--- src/srig_pkg.sv ---
// Shared widths, codes and types for the slice resample index generator.
package srig_pkg;

    localparam int IDX_W      = 20;
    localparam int TOTAL_W    = 20;
    localparam int SLICE_W    = 12;
    localparam int SRC_W      = 13;
    localparam int RATIO_W    = 24;
    localparam int CFG_IDX_W  = 2;
    localparam int CFG_DATA_W = 24;
    localparam int STATUS_W   = 2;

    localparam int DEF_MAX_SLICES      = 4096;
    localparam int DEF_RATIO_FRAC_BITS = 16;
    localparam int DEF_WEIGHT_BITS     = 16;

    localparam int DIV_STEPS_PER_STAGE = 4;
    localparam int SETTLE_CYCLES       = 3;

    localparam logic [TOTAL_W-1:0] TOTAL_MAX = {TOTAL_W{1'b1}};

    localparam logic [CFG_IDX_W-1:0] REG_SOURCE_COUNT  = CFG_IDX_W'(0);
    localparam logic [CFG_IDX_W-1:0] REG_STRETCH_RATIO = CFG_IDX_W'(1);

    typedef enum logic [STATUS_W-1:0] {
        ST_OK        = 2'd0,
        ST_RATIO_LOW = 2'd1,
        ST_RANGE     = 2'd2
    } t_status;

    typedef struct packed {
        logic                 valid;
        t_status              status;
    } t_ctl;

    typedef struct packed {
        logic [TOTAL_W-1:0]   total;
        logic [SRC_W-1:0]     src_int;
        logic [TOTAL_W-1:0]   out_int;
        logic                 ratio_low;
        logic                 single;
        logic                 busy;
    } t_cfg_derived;

endpackage

--- src/srig_cfg.sv ---
// Configuration registers and derivation of the output slice count.
module srig_cfg #(
    parameter int MAX_SLICES      = srig_pkg::DEF_MAX_SLICES,
    parameter int RATIO_FRAC_BITS = srig_pkg::DEF_RATIO_FRAC_BITS
) (
    input  logic                              i_clk,
    input  logic                              i_rst_n,
    input  logic                              i_cfg_valid,
    output logic                              o_cfg_ready,
    input  logic [srig_pkg::CFG_IDX_W-1:0]    i_cfg_index,
    input  logic [srig_pkg::CFG_DATA_W-1:0]   i_cfg_data,
    output srig_pkg::t_cfg_derived            o_derived
);
    import srig_pkg::*;

    localparam int PROD_W  = SRC_W + RATIO_W;
    localparam int WHOLE_W = PROD_W - RATIO_FRAC_BITS;
    localparam logic [31:0] MAX_L = 32'(MAX_SLICES);
    localparam logic [RATIO_FRAC_BITS-1:0] HALF =
        RATIO_FRAC_BITS'(1) << (RATIO_FRAC_BITS - 1);
    localparam logic [RATIO_W:0] ONE_RATIO = (RATIO_W + 1)'(1) << RATIO_FRAC_BITS;
    localparam int SETTLE_W = $clog2(SETTLE_CYCLES + 1);

    logic [SRC_W-1:0]   r_src;
    logic [RATIO_W-1:0] r_ratio;
    logic [SETTLE_W-1:0] r_settle;
    logic [SETTLE_W-1:0] n_settle;

    logic [SRC_W-1:0]   r_s_eff;
    logic [PROD_W-1:0]  r_prod;
    logic               r_ratio_low_a;
    logic [TOTAL_W-1:0] r_total;
    logic [SRC_W-1:0]   r_src_int;
    logic               r_ratio_low;
    logic [TOTAL_W-1:0] r_out_int;
    logic               r_single;

    logic [SRC_W-1:0]   w_s_eff;
    logic [SRC_W-1:0]   w_s_m1;
    logic [WHOLE_W-1:0] w_whole;
    logic [RATIO_FRAC_BITS-1:0] w_frac;
    logic               w_rnd;
    logic [WHOLE_W:0]   w_t;
    logic [TOTAL_W-1:0] w_total;
    logic               w_cfg_acc;

    assign o_cfg_ready = 1'b1;
    assign w_cfg_acc   = i_cfg_valid;

    always_comb begin
        if (w_cfg_acc) begin
            n_settle = SETTLE_W'(SETTLE_CYCLES);
        end else if (r_settle != '0) begin
            n_settle = r_settle - SETTLE_W'(1);
        end else begin
            n_settle = r_settle;
        end
    end

    always_ff @(posedge i_clk) begin
        if (!i_rst_n) begin
            r_src    <= '0;
            r_ratio  <= RATIO_W'(ONE_RATIO);
            r_settle <= SETTLE_W'(SETTLE_CYCLES);
        end else begin
            r_settle <= n_settle;
            if (w_cfg_acc) begin
                unique case (i_cfg_index)
                    REG_SOURCE_COUNT:  r_src   <= i_cfg_data[SRC_W-1:0];
                    REG_STRETCH_RATIO: r_ratio <= i_cfg_data[RATIO_W-1:0];
                    default: ;
                endcase
            end
        end
    end

    assign w_s_eff = (32'(r_src) > MAX_L) ? MAX_L[SRC_W-1:0] : r_src;
    assign w_s_m1  = r_s_eff - SRC_W'(1);
    assign w_whole = r_prod[PROD_W-1:RATIO_FRAC_BITS];
    assign w_frac  = r_prod[RATIO_FRAC_BITS-1:0];
    assign w_rnd   = (w_frac > HALF) || ((w_frac == HALF) && w_whole[0]);
    assign w_t     = {1'b0, w_whole} + (WHOLE_W + 1)'(w_rnd) + (WHOLE_W + 1)'(1);

    always_comb begin
        if (r_s_eff <= SRC_W'(1)) begin
            w_total = TOTAL_W'(r_s_eff);
        end else if (32'(w_t) > 32'(TOTAL_MAX)) begin
            w_total = TOTAL_MAX;
        end else begin
            w_total = TOTAL_W'(w_t);
        end
    end

    // derived values are recomputed every cycle and settle after a write
    always_ff @(posedge i_clk) begin
        r_s_eff       <= w_s_eff;
        r_prod        <= PROD_W'(w_s_m1) * PROD_W'(r_ratio);
        r_ratio_low_a <= {1'b0, r_ratio} < ONE_RATIO;
        r_total       <= w_total;
        r_src_int     <= w_s_m1;
        r_ratio_low   <= r_ratio_low_a;
        r_out_int     <= r_total - TOTAL_W'(1);
        r_single      <= r_total == TOTAL_W'(1);
    end

    assign o_derived.total     = r_total;
    assign o_derived.src_int   = r_src_int;
    assign o_derived.out_int   = r_out_int;
    assign o_derived.ratio_low = r_ratio_low;
    assign o_derived.single    = r_single;
    assign o_derived.busy      = r_settle != '0;

endmodule

--- src/srig_div_stage.sv ---
// One pipeline stage of the restoring divider: a few quotient bits per stage.
module srig_div_stage #(
    parameter int DIV_W = srig_pkg::TOTAL_W,
    parameter int QUO_W = srig_pkg::SRC_W + srig_pkg::DEF_WEIGHT_BITS,
    parameter int STEPS = srig_pkg::DIV_STEPS_PER_STAGE
) (
    input  logic                  i_clk,
    input  logic                  i_rst_n,
    input  logic                  i_en,
    input  logic [DIV_W-1:0]      i_divisor,
    input  srig_pkg::t_ctl        i_ctl,
    input  logic [DIV_W-1:0]      i_rem,
    input  logic [QUO_W-1:0]      i_quo,
    output srig_pkg::t_ctl        o_ctl,
    output logic [DIV_W-1:0]      o_rem,
    output logic [QUO_W-1:0]      o_quo
);
    import srig_pkg::*;

    t_ctl              r_ctl;
    logic [DIV_W-1:0]  r_rem;
    logic [QUO_W-1:0]  r_quo;
    logic [DIV_W-1:0]  n_rem;
    logic [QUO_W-1:0]  n_quo;

    always_comb begin
        logic [DIV_W:0] trial;
        n_rem = i_rem;
        n_quo = i_quo;
        trial = '0;
        for (int j = 0; j < STEPS; j++) begin
            trial = {n_rem, n_quo[QUO_W-1]};
            n_quo = {n_quo[QUO_W-2:0], 1'b0};
            if (trial >= {1'b0, i_divisor}) begin
                trial    = trial - {1'b0, i_divisor};
                n_quo[0] = 1'b1;
            end
            n_rem = trial[DIV_W-1:0];
        end
    end

    always_ff @(posedge i_clk) begin
        if (!i_rst_n) begin
            r_ctl.valid <= 1'b0;
        end else if (i_en) begin
            r_ctl.valid <= i_ctl.valid;
        end
        if (i_en) begin
            r_ctl.status <= i_ctl.status;
            r_rem        <= n_rem;
            r_quo        <= n_quo;
        end
    end

    assign o_ctl = r_ctl;
    assign o_rem = r_rem;
    assign o_quo = r_quo;

endmodule

--- src/slice_resample_index_generator_unit.sv ---
// Top level of the slice resample index generator.
// Throughput: one item per cycle unless the output stalls on i_ready or the derived slice count
// settles; each divider stage resolves up to four quotient bits.
// Reset (synchronous, active low) sets 0 source slices and a ratio of 1.0.
// Input ready drops after reset and after each configuration write
// while the derived slice count settles.
module slice_resample_index_generator_unit #(
    parameter int MAX_SLICES      = srig_pkg::DEF_MAX_SLICES,
    parameter int RATIO_FRAC_BITS = srig_pkg::DEF_RATIO_FRAC_BITS,
    parameter int WEIGHT_BITS     = srig_pkg::DEF_WEIGHT_BITS
) (
    input  logic                              i_clk,
    input  logic                              i_rst_n,
    input  logic                              i_cfg_valid,
    output logic                              o_cfg_ready,
    input  logic [srig_pkg::CFG_IDX_W-1:0]    i_cfg_index,
    input  logic [srig_pkg::CFG_DATA_W-1:0]   i_cfg_data,
    input  logic                              i_valid,
    output logic                              o_ready,
    input  logic [srig_pkg::IDX_W-1:0]        i_output_index,
    output logic                              o_valid,
    input  logic                              i_ready,
    output logic [srig_pkg::TOTAL_W-1:0]      o_slice_total,
    output logic [srig_pkg::SLICE_W-1:0]      o_lower_slice,
    output logic [srig_pkg::SLICE_W-1:0]      o_upper_slice,
    output logic [WEIGHT_BITS-1:0]            o_blend_weight,
    output logic                              o_copy_only,
    output logic [srig_pkg::STATUS_W-1:0]     o_status
);
    import srig_pkg::*;

    localparam int QUO_W = SRC_W + WEIGHT_BITS;
    localparam int NUM_W = IDX_W + SRC_W;
    localparam int DIV_W = TOTAL_W;
    localparam int SPS   = DIV_STEPS_PER_STAGE;
    localparam int NDS   = (QUO_W + SPS - 1) / SPS;

    t_cfg_derived      w_cfg;

    logic              r_v0;
    logic [IDX_W-1:0]  r_idx;
    logic              w_en_entry;
    logic              w_en_mult;

    t_ctl              r_ctl1;
    logic [NUM_W-1:0]  r_num;
    t_status           w_status1;

    t_ctl              w_ctl [0:NDS];
    logic [DIV_W-1:0]  w_rem [0:NDS];
    logic [QUO_W-1:0]  w_quo [0:NDS];
    logic              w_en  [0:NDS];

    logic              r_o_valid;
    logic [TOTAL_W-1:0] r_total;
    logic [SLICE_W-1:0] r_lower;
    logic [SLICE_W-1:0] r_upper;
    logic [WEIGHT_BITS-1:0] r_weight;
    logic              r_copy;
    t_status           r_status;

    logic [SRC_W-1:0]  w_q_int;
    logic [SRC_W:0]    w_q_inc;
    logic [SRC_W-1:0]  w_upper;
    logic [WEIGHT_BITS-1:0] w_weight;
    logic              w_copy;

    srig_cfg #(
        .MAX_SLICES      (MAX_SLICES),
        .RATIO_FRAC_BITS (RATIO_FRAC_BITS)
    ) u_cfg (
        .i_clk       (i_clk),
        .i_rst_n     (i_rst_n),
        .i_cfg_valid (i_cfg_valid),
        .o_cfg_ready (o_cfg_ready),
        .i_cfg_index (i_cfg_index),
        .i_cfg_data  (i_cfg_data),
        .o_derived   (w_cfg)
    );

    // stage enables: a stage moves when it is empty or the next one moves
    assign w_en[NDS]  = !r_o_valid || i_ready;
    assign w_en_mult  = !w_ctl[0].valid || w_en[0];
    assign w_en_entry = !r_v0 || w_en_mult;
    assign o_ready    = w_en_entry && !w_cfg.busy;

    always_ff @(posedge i_clk) begin
        if (!i_rst_n) begin
            r_v0 <= 1'b0;
        end else if (w_en_entry) begin
            r_v0 <= i_valid && o_ready;
        end
    end

    always_ff @(posedge i_clk) begin
        if (w_en_entry) begin
            r_idx <= i_output_index;
        end
    end

    always_comb begin
        if (w_cfg.ratio_low) begin
            w_status1 = ST_RATIO_LOW;
        end else if (r_idx >= w_cfg.total) begin
            w_status1 = ST_RANGE;
        end else begin
            w_status1 = ST_OK;
        end
    end

    always_ff @(posedge i_clk) begin
        if (!i_rst_n) begin
            r_ctl1.valid <= 1'b0;
        end else if (w_en_mult) begin
            r_ctl1.valid <= r_v0;
        end
        if (w_en_mult) begin
            r_ctl1.status <= w_status1;
            r_num         <= NUM_W'(r_idx) * NUM_W'(w_cfg.src_int);
        end
    end

    // dividend is num << WEIGHT_BITS; its top part is already below the divisor
    assign w_ctl[0] = r_ctl1;
    assign w_rem[0] = r_num[NUM_W-1:SRC_W];
    assign w_quo[0] = {r_num[SRC_W-1:0], WEIGHT_BITS'(0)};

    for (genvar k = 0; k < NDS; k++) begin : g_div
        localparam int STEPS = (QUO_W - k * SPS < SPS) ? (QUO_W - k * SPS) : SPS;

        assign w_en[k] = !w_ctl[k+1].valid || w_en[k+1];

        srig_div_stage #(
            .DIV_W (DIV_W),
            .QUO_W (QUO_W),
            .STEPS (STEPS)
        ) u_stage (
            .i_clk     (i_clk),
            .i_rst_n   (i_rst_n),
            .i_en      (w_en[k]),
            .i_divisor (w_cfg.out_int),
            .i_ctl     (w_ctl[k]),
            .i_rem     (w_rem[k]),
            .i_quo     (w_quo[k]),
            .o_ctl     (w_ctl[k+1]),
            .o_rem     (w_rem[k+1]),
            .o_quo     (w_quo[k+1])
        );
    end

    assign w_q_int  = w_quo[NDS][QUO_W-1:WEIGHT_BITS];
    assign w_weight = w_quo[NDS][WEIGHT_BITS-1:0];
    assign w_q_inc  = {1'b0, w_q_int} + (SRC_W + 1)'(1);
    assign w_upper  = (w_q_inc < {1'b0, w_cfg.src_int}) ? w_q_inc[SRC_W-1:0] : w_cfg.src_int;
    assign w_copy   = (w_upper == w_q_int) || (w_weight == '0);

    always_ff @(posedge i_clk) begin
        if (!i_rst_n) begin
            r_o_valid <= 1'b0;
        end else if (w_en[NDS]) begin
            r_o_valid <= w_ctl[NDS].valid;
        end
    end

    always_ff @(posedge i_clk) begin
        if (w_en[NDS]) begin
            r_status <= w_ctl[NDS].status;
            r_total  <= (w_ctl[NDS].status == ST_RATIO_LOW) ? '0 : w_cfg.total;
            if (w_ctl[NDS].status != ST_OK) begin
                r_lower  <= '0;
                r_upper  <= '0;
                r_weight <= '0;
                r_copy   <= 1'b0;
            end else if (w_cfg.single) begin
                r_lower  <= '0;
                r_upper  <= '0;
                r_weight <= '0;
                r_copy   <= 1'b1;
            end else begin
                r_lower  <= w_q_int[SLICE_W-1:0];
                r_upper  <= w_upper[SLICE_W-1:0];
                r_weight <= w_weight;
                r_copy   <= w_copy;
            end
        end
    end

    assign o_valid        = r_o_valid;
    assign o_slice_total  = r_total;
    assign o_lower_slice  = r_lower;
    assign o_upper_slice  = r_upper;
    assign o_blend_weight = r_weight;
    assign o_copy_only    = r_copy;
    assign o_status       = r_status;

`ifndef SYNTHESIS
    a_settle_blocks_input: assert property (@(posedge i_clk) disable iff (!i_rst_n)
        w_cfg.busy |-> !o_ready)
        else $error("item accepted while derived count settles");

    a_ratio_low_zeros: assert property (@(posedge i_clk) disable iff (!i_rst_n)
        (o_valid && (o_status == ST_RATIO_LOW)) |->
        ((o_slice_total == '0) && (o_lower_slice == '0) && (o_blend_weight == '0)
         && !o_copy_only))
        else $error("ratio below one with non-zero result fields");

    a_range_zeros: assert property (@(posedge i_clk) disable iff (!i_rst_n)
        (o_valid && (o_status == ST_RANGE)) |->
        ((o_lower_slice == '0) && (o_upper_slice == '0) && (o_blend_weight == '0)
         && !o_copy_only))
        else $error("out of range item with non-zero slice fields");

    a_div_rem_bound: assert property (@(posedge i_clk) disable iff (!i_rst_n)
        (w_ctl[NDS].valid && (w_ctl[NDS].status == ST_OK) && !w_cfg.single) |->
        (w_rem[NDS] < w_cfg.out_int))
        else $error("divider remainder not below divisor");
`endif

endmodule
--- config.mk ---
export PLATFORM = sky130hd
export DESIGN_NAME = slice_resample_index_generator_unit
export DESIGN_NICKNAME = d
export VERILOG_FILES = /design/src/srig_pkg.sv /design/src/srig_cfg.sv /design/src/srig_div_stage.sv /design/src/slice_resample_index_generator_unit.sv
export SDC_FILE = /design/constraint.sdc
export NUM_CORES = 2
export LEC_CHECK = 0
export BUFFER_PORTS_ARGS = -buffer_cell sky130_fd_sc_hd__buf_4
export CORE_AREA = 3 3 378 380
export DETAILED_ROUTE_END_ITERATION = 10
export DIE_AREA = 0 0 381 383
export GPL_ROUTABILITY_DRIVEN = 0
export HOLD_SLACK_MARGIN = 0.08
export PLACE_DENSITY_LB_ADDON = 0.1
export SYNTH_ARGS = -nofsm -noshare
export SYNTH_HDL_FRONTEND = slang
export SYNTH_SLANG_ARGS = --single-unit
--- constraint.sdc ---
create_clock -name i_clk -period 12.29 [get_ports i_clk]
set_input_delay 1.229 -clock i_clk [delete_from_list [all_inputs] [get_ports i_clk]]
set_output_delay 1.229 -clock i_clk [all_outputs]
set_load 0.01 [all_outputs]
Word level (Yosys, flattened, before mapping)
Index checks and enable logic that the tools add are counted.

Bits of input ports: 51. Output and inout bits: 66. Register bits after elaboration: 586. Word-level logic and storage cells: 235.

$mul: 2. Reduce and logical (&&, ||, !) cells: 36. $lt $le $gt $ge: 36. Bitwise logic cells: 1. Muxes and demuxes: 62. Add/sub/neg operators: 34. Eq/ne operators: 5.

Operators by type and width (number): greater-or-equal comparator 21 x 20 -> 1 bit (29); two-way mux 20 bit (29); subtractor 20 bit (28); multiplier 13 x 24 -> 37 bit (1); multiplier 20 x 13 -> 33 bit (1); two-way mux 1 bit (30); two-way mux 13 bit (2); less-than comparator 24 x 17 -> 1 bit, second input constant (1); adder 21 x 1 -> 22 bit (1); adder 22 x 1 -> 22 bit, second input constant (1); greater-than comparator 22 x 20 -> 1 bit, second input constant (1); equality test 20 x 1 -> 1 bit, second input constant (1); greater-or-equal comparator 20 bit (1); subtractor 20 x 1 -> 20 bit, second input constant (1); equality test 16 bit, second input constant (1); greater-than comparator 16 bit, second input constant (1); logical NOT 16 bit (1); adder 13 x 1 -> 14 bit, second input constant (1); less-than comparator 14 x 13 -> 1 bit (1); equality test 13 bit (1); greater-than comparator 13 bit, second input constant (1); <= comparator 13 x 1 -> 1 bit, second input constant (1); logical OR 1 bit (13); subtractor 13 x 1 -> 13 bit, second input constant (1); 10 further kinds (27).

Longest topological paths before layout
Depth in word-level cells: 14. Gate-level depth with buffers: 55. Depth with buffers taken out: 48.

Hierarchy
From an unflattened synthesis, not the netlist that was laid out.

Cells, all modules: 8169. Area total of the unflattened synthesis: 75702.6 um2.

By module, submodules not included: srig_div_stage at g_div[1].u_stage ... (sequential area each 1551.5 um2, cells each 704, instances 5, area each 6297.3 um2); srig_cfg (sequential area each 2902.8 um2, cells each 1639, instances 1, area each 14697.8 um2); slice_resample_index_generator_unit (sequential area each 3603.5 um2, cells each 1373, instances 1, area each 13676.9 um2); srig_div_stage at g_div[0].u_stage (sequential area each 1551.5 um2, cells each 690, instances 1, area each 6389.9 um2); srig_div_stage at g_div[6].u_stage (sequential area each 1551.5 um2, cells each 669, instances 1, area each 6278.5 um2); srig_div_stage at g_div[7].u_stage (sequential area each 1551.5 um2, cells each 278, instances 1, area each 3173.0 um2).

Least setup slack after synthesis
No wires, ideal clock.

Kind: register to register. Start point: reg u_cfg.r_out_int[1]. End point: reg g_div[1].u_stage.r_rem[17], data pin. Required time: 12.029 ns. Setup time: 0.261 ns. Stages on the path, launching flop included: 53. Path slack: 0.269 ns. Arrival: 11.760 ns. Period minus slack after synthesis: 12.021 ns. Path buffers: 7. Cell sequence: dfxtp_1 buf_2 inv_1 ha_1 nor2b_1 o31a_1 o31ai_1 a21oi_1 o2111ai_1 and2_1 clkbuf_1 clkbuf_1 clkbuf_1 mux2i_1 inv_1 ha_1 o21a_1 o31a_1 [17 not listed] nor3_1 or2_1 buf_6 inv_4 buf_2 mux2_2 ha_1 or2_2 a21oi_1 a31oi_1 a221oi_1 a21o_1 a211oi_1 nand4b_1 nor3_1 a21oi_4 buf_4 a221o_1.

Word-level cells in the longest chain between the ends: 8. Elaborated cells on any way between the ends: 12. Those cells by class: add/sub (4); order compare (4); mux (4).

RTL lines: start: declaration (line srig_cfg.sv:35) `logic [TOTAL_W-1:0] r_out_int;`; start signal: assignment (line srig_cfg.sv:102) `r_out_int <= r_total - TOTAL_W'(1);`; subtractor 20 bit / greater-or-equal comparator 21 x 20 -> 1 bit (equally long branches) (line srig_div_stage.sv:35, srig_div_stage.sv:34); two-way mux 20 bit (line srig_div_stage.sv:34) `if (trial >= {1'b0, i_divisor}) begin`; subtractor 20 bit / greater-or-equal comparator 21 x 20 -> 1 bit (equally long branches) (line srig_div_stage.sv:35, srig_div_stage.sv:34); two-way mux 20 bit (line srig_div_stage.sv:34); subtractor 20 bit / greater-or-equal comparator 21 x 20 -> 1 bit (equally long branches) (line srig_div_stage.sv:35, srig_div_stage.sv:34); two-way mux 20 bit (line srig_div_stage.sv:34); subtractor 20 bit / greater-or-equal comparator 21 x 20 -> 1 bit (equally long branches) (line srig_div_stage.sv:35, srig_div_stage.sv:34); two-way mux 20 bit * (line srig_div_stage.sv:34); net g_div[1].u_stage.n_rem[17] (line srig_div_stage.sv:23) `logic [DIV_W-1:0] n_rem;`; end signal: assignment (line srig_div_stage.sv:50) `r_rem <= n_rem;`; end: declaration (line srig_div_stage.sv:21) `logic [DIV_W-1:0] r_rem;`.

Mark *: on every way through the listed nets, which the timed path passes. The rest lies on a longest branch. A chain may end at the register's enable or synchronous reset.

Worst setup path after layout
Start point: reg u_cfg.r_out_int[7]. End point: reg g_div[4].u_stage.r_rem[11], data pin.

Word-level cells in the longest chain between the ends: 8. Elaborated cells on any way between the ends: 12. Those cells by class: add/sub (4); order compare (4); mux (4).

RTL lines (line): subtractor 20 bit / greater-or-equal comparator 21 x 20 -> 1 bit (equally long branches) (srig_div_stage.sv:35, srig_div_stage.sv:34); two-way mux 20 bit (srig_div_stage.sv:34); subtractor 20 bit / greater-or-equal comparator 21 x 20 -> 1 bit (equally long branches) (srig_div_stage.sv:35, srig_div_stage.sv:34); two-way mux 20 bit (srig_div_stage.sv:34); subtractor 20 bit / greater-or-equal comparator 21 x 20 -> 1 bit (equally long branches) (srig_div_stage.sv:35, srig_div_stage.sv:34); two-way mux 20 bit (srig_div_stage.sv:34); subtractor 20 bit / greater-or-equal comparator 21 x 20 -> 1 bit (equally long branches) (srig_div_stage.sv:35, srig_div_stage.sv:34); two-way mux 20 bit * (srig_div_stage.sv:34); net g_div[4].u_stage.n_rem[11] (srig_div_stage.sv:23); end signal: assignment (srig_div_stage.sv:50); end: declaration (srig_div_stage.sv:21).

Marked as above.

==> impl_metrics.csv <==
group,metric,value,unit
routing,detail_route.iter0.violations,4158,
cts,cts.sink_count,586,
floorplan,design.portCount,117,
floorplan,initial_core_util,49.9,%
cts,cts_made_buffers,73,
placed_design,port_buffers,115,
flow_run,cap_viol_max_count,0,
floorplan,die-height,383,um
global_route,met1_usage,37.2,%
sta,worst_slew_margin_rel,16.3,%
global_route,grt_overflow,0,
synth,postSynthRegisterBits,586,
sta,fin_skew,0.0782,ns
floorplan,coreArea,140000,um2
sta,hold_viol_final,0,
setup_path,critical-path-slowest-cell,"sky130_fd_sc_hd__a2111oi_2",
synth,yosys_warnings,0,
synth,dominantRegCellSynth,"sky130_fd_sc_hd__edfxtp_1",
min_path,holdCritPathClass,"register to register",
cts,cts_tree,"built",
global_route,number_of_antenna_violations_at_the_first_check_in_global_routing,3,
cts,worst_setup_hold_path_clk_slew,0.06,ns
finish,finish.utilization,54.6,%
setup_path,worstPathArrival,12.08,ns
synth,syn_area,69700,um2
cts,clockRootBuffer,"sky130_fd_sc_hd__clkbuf_16",
synth,synth_fp_nets,8927,
sta,final_max_slew_violation_count,0,
sta,post-route-period-util,95.0,%
sta,grt_setup_unrepaired,"true",
routing,route.vias.total,57400,
placed_design,placed_instances,9561,
synth,netlist_top_cells_area,"sky130_fd_sc_hd__edfxtp_1 19%, sky130_fd_sc_hd__ha_1 14%, sky130_fd_sc_hd__fa_1 13%",
synth,yosysSeqAreaShare,23.0,%
placed_design,detailed_place.area,73300,um2
finish,nFillCells,12800,
sta,tns,0,ns
sta,achievable-frequency,85.7,MHz
synth,yosysTopAreaCell,"sky130_fd_sc_hd__edfxtp_1",
routing,remaining_design_rule_violation_count,0,
setup_path,crit_path_launch_type,"register",
cts,ctsLongestPathBuffers,3,
routing,drtAntennaViolNets,0,
sta,fin_crit,11.67,ns
run_status,outcome,"finished, final reports clean",
global_route,globalRouteTotalUtil,27.2,%
synth,syn_avg_cell_area,9.10,um2
setup_path,timing.critical_path.fanout_max,22,
setup_path,worst_setup_path_end_kind,"register",
global_route,use_met3,2.91,%
finish,synthToLayoutAreaGrowth,9.27,%
sta,finalSetupViolCount,0,
cts,clk-insertion-delay-late,0.72,ns
finish,final_layout_size_suffix_gt1_share,10.8,%
synth,synth_enable_flop_cells,430,
routing,detail_route.first_pass.iterations,6,
setup_path,critical_path_class,"register to register",
global_route,global_route_wire_length_before_repair,315000,um
floorplan,fp.dieArea,146000,um2
finish,post_layout_inst_area,76100,um2
sta,worst_slew_pin_slew,1.25,ns
placed_design,hpwl,157000,um
finish,layout_net_count,9047,
routing,totalWireLength,202000,um
cts,cts.htree.levels,3,
synth,count_of_different_cell_masters_after_synthesis,101,
synth,yosysTopAreaCellShare,18.5,%
routing,route.detailed.wl_per_inst,20.8,um
floorplan,die_x,381,um
synth,synth_commonest_cells,"794 x sky130_fd_sc_hd__nand2_1, 768 x sky130_fd_sc_hd__ha_1, 652 x sky130_fd_sc_hd__inv_1",
global_route,grt_start_max_net_pins,51,
synth,synthCells,7651,
synth,async_flop_share,0,%
global_route,grt_pass1_vias,56500,
global_route,groute.layer.met2.usage,44.5,%
finish,post_layout_nonfiller_instances,9707,
setup_path,worst-endpoint-required,12.70,ns
routing,via_per_inst,5.91,
setup_path,path_common_cell,"sky130_fd_sc_hd__buf_4",
global_route,top_usage_layer,"met2",
floorplan,cell_rows,137,
setup_path,critPathMaxStageDelay,0.49,ns
synth,synth_most_common_cell,"sky130_fd_sc_hd__nand2_1",
## cells in the final DEF, fill, tap and decap left out, types with 108 or more instances in the layout
master,netlist,routed
sky130_fd_sc_hd__a21o_1,203,203
sky130_fd_sc_hd__a21oi_1,523,520
sky130_fd_sc_hd__and2_1,275,275
sky130_fd_sc_hd__buf_4,6,259
sky130_fd_sc_hd__dfxtp_1,156,154
sky130_fd_sc_hd__edfxtp_1,430,430
sky130_fd_sc_hd__fa_1,457,457
sky130_fd_sc_hd__ha_1,768,768
sky130_fd_sc_hd__inv_1,652,629
sky130_fd_sc_hd__mux2_2,310,309
sky130_fd_sc_hd__nand2_1,794,790
sky130_fd_sc_hd__nand3_1,109,108
sky130_fd_sc_hd__nor2_1,445,443
sky130_fd_sc_hd__nor2b_1,121,121
sky130_fd_sc_hd__nor3_1,145,144
sky130_fd_sc_hd__o21a_1,120,120
sky130_fd_sc_hd__o21ai_0,293,286
sky130_fd_sc_hd__xnor2_1,374,371
sky130_fd_sc_hd__xor2_1,181,175
## layout make-up
| type | count | area [um2] | share of cell area, % |
|---|---|---|---|
| Antenna cell | 1 | 2.50 | 0.00329 |
| Clock buffer | 86 | 1950 | 2.56 |
| Clock inverter | 48 | 624 | 0.820 |
| Inverter | 659 | 2480 | 3.26 |
| Multi-Input combinational cell | 6177 | 50500 | 66.3 |
| Sequential cell | 586 | 16000 | 21.1 |
| Tap cell | 1876 | 2350 | 3.08 |
| Timing Repair Buffer | 274 | 2220 | 2.92 |
## through the flow
step                setup slack, ns  hold WS, ns
finish                        0.618        0.325
global route                -0.0134        0.345
detailed placement         -0.00103        0.313
floorplan                     0.269        0.310
CTS                          0.0543        0.325
global placement             0.0245        0.321
## per-layer routing
metal / vias to the layer above / share of wire [%]
li1: 27400 / -
met1: 28000 / 45
met2: 1728 / 46
met3: 340 / 5.7
met4: 0 / 4.0
met5: - / 0
## what timing repair did
item                       in CTS  in global routing
resized for setup               3                 41
cloned                          0                  1
hold buffers                    0                  0
setup endpoints to repair      23                140
setup buffers                   0                 10
pin swaps                       0                  2
## flip-flops by register name, summed over array words and instances, names as in the netlist, 2 cells and up
register / flops
u_cfg.r_prod: 37
r_ctl1: 3
u_cfg.r_settle: 2
u_cfg.r_total: 20
o_blend_weight: 16
o_upper_slice: 12
g_div.u_stage.o_rem: 140
u_cfg.r_src: 13
u_cfg.r_ratio: 24
o_status: 2
r_idx: 20
o_lower_slice: 12
g_div.u_stage.o_ctl: 24
r_num: 33
u_cfg.r_s_eff: 13
g_div.u_stage.o_quo: 156
o_slice_total: 20
u_cfg.r_src_int: 13
u_cfg.r_out_int: 20
## path summary, 6_finish.rpt
kind,to,startpoint,slack [ns],cells after the start
max,g_div[4].u_stage.o_rem[11],u_cfg.r_out_int[7],0.62,45
min,u_cfg.r_ratio_low,u_cfg.r_ratio_low_a,0.33,0
max reg2reg,g_div[4].u_stage.o_rem[11],u_cfg.r_out_int[7],0.62,45
min reg2reg,u_cfg.r_ratio_low,u_cfg.r_ratio_low_a,0.33,0
## critical path: cells and delay by family, from the launching register on
kind            cells  cell delay [ns]
flops               1             0.31
mux                 3             1.09
fa+ha+maj           4             1.35
compound gates     27             6.25
buf+inv             8             1.59
simple gates        3             0.75
## logic make-up after synthesis
logic type	count (synthesis)	synth area share, %
AO/OA/AOI/OAI	1763	16.8
XOR/XNOR	555	6.98
adder cells (fa/ha/maj)	1225	26.9
buffers and inverters	889	4.92
flip-flops	586	23.0
multiplexers	351	5.60
other	1	0.00538
AND/OR/NAND/NOR	2281	15.8
Power is not shown: default switching activity piles up to over one toggle a cycle in this logic, so the estimate is an artifact.
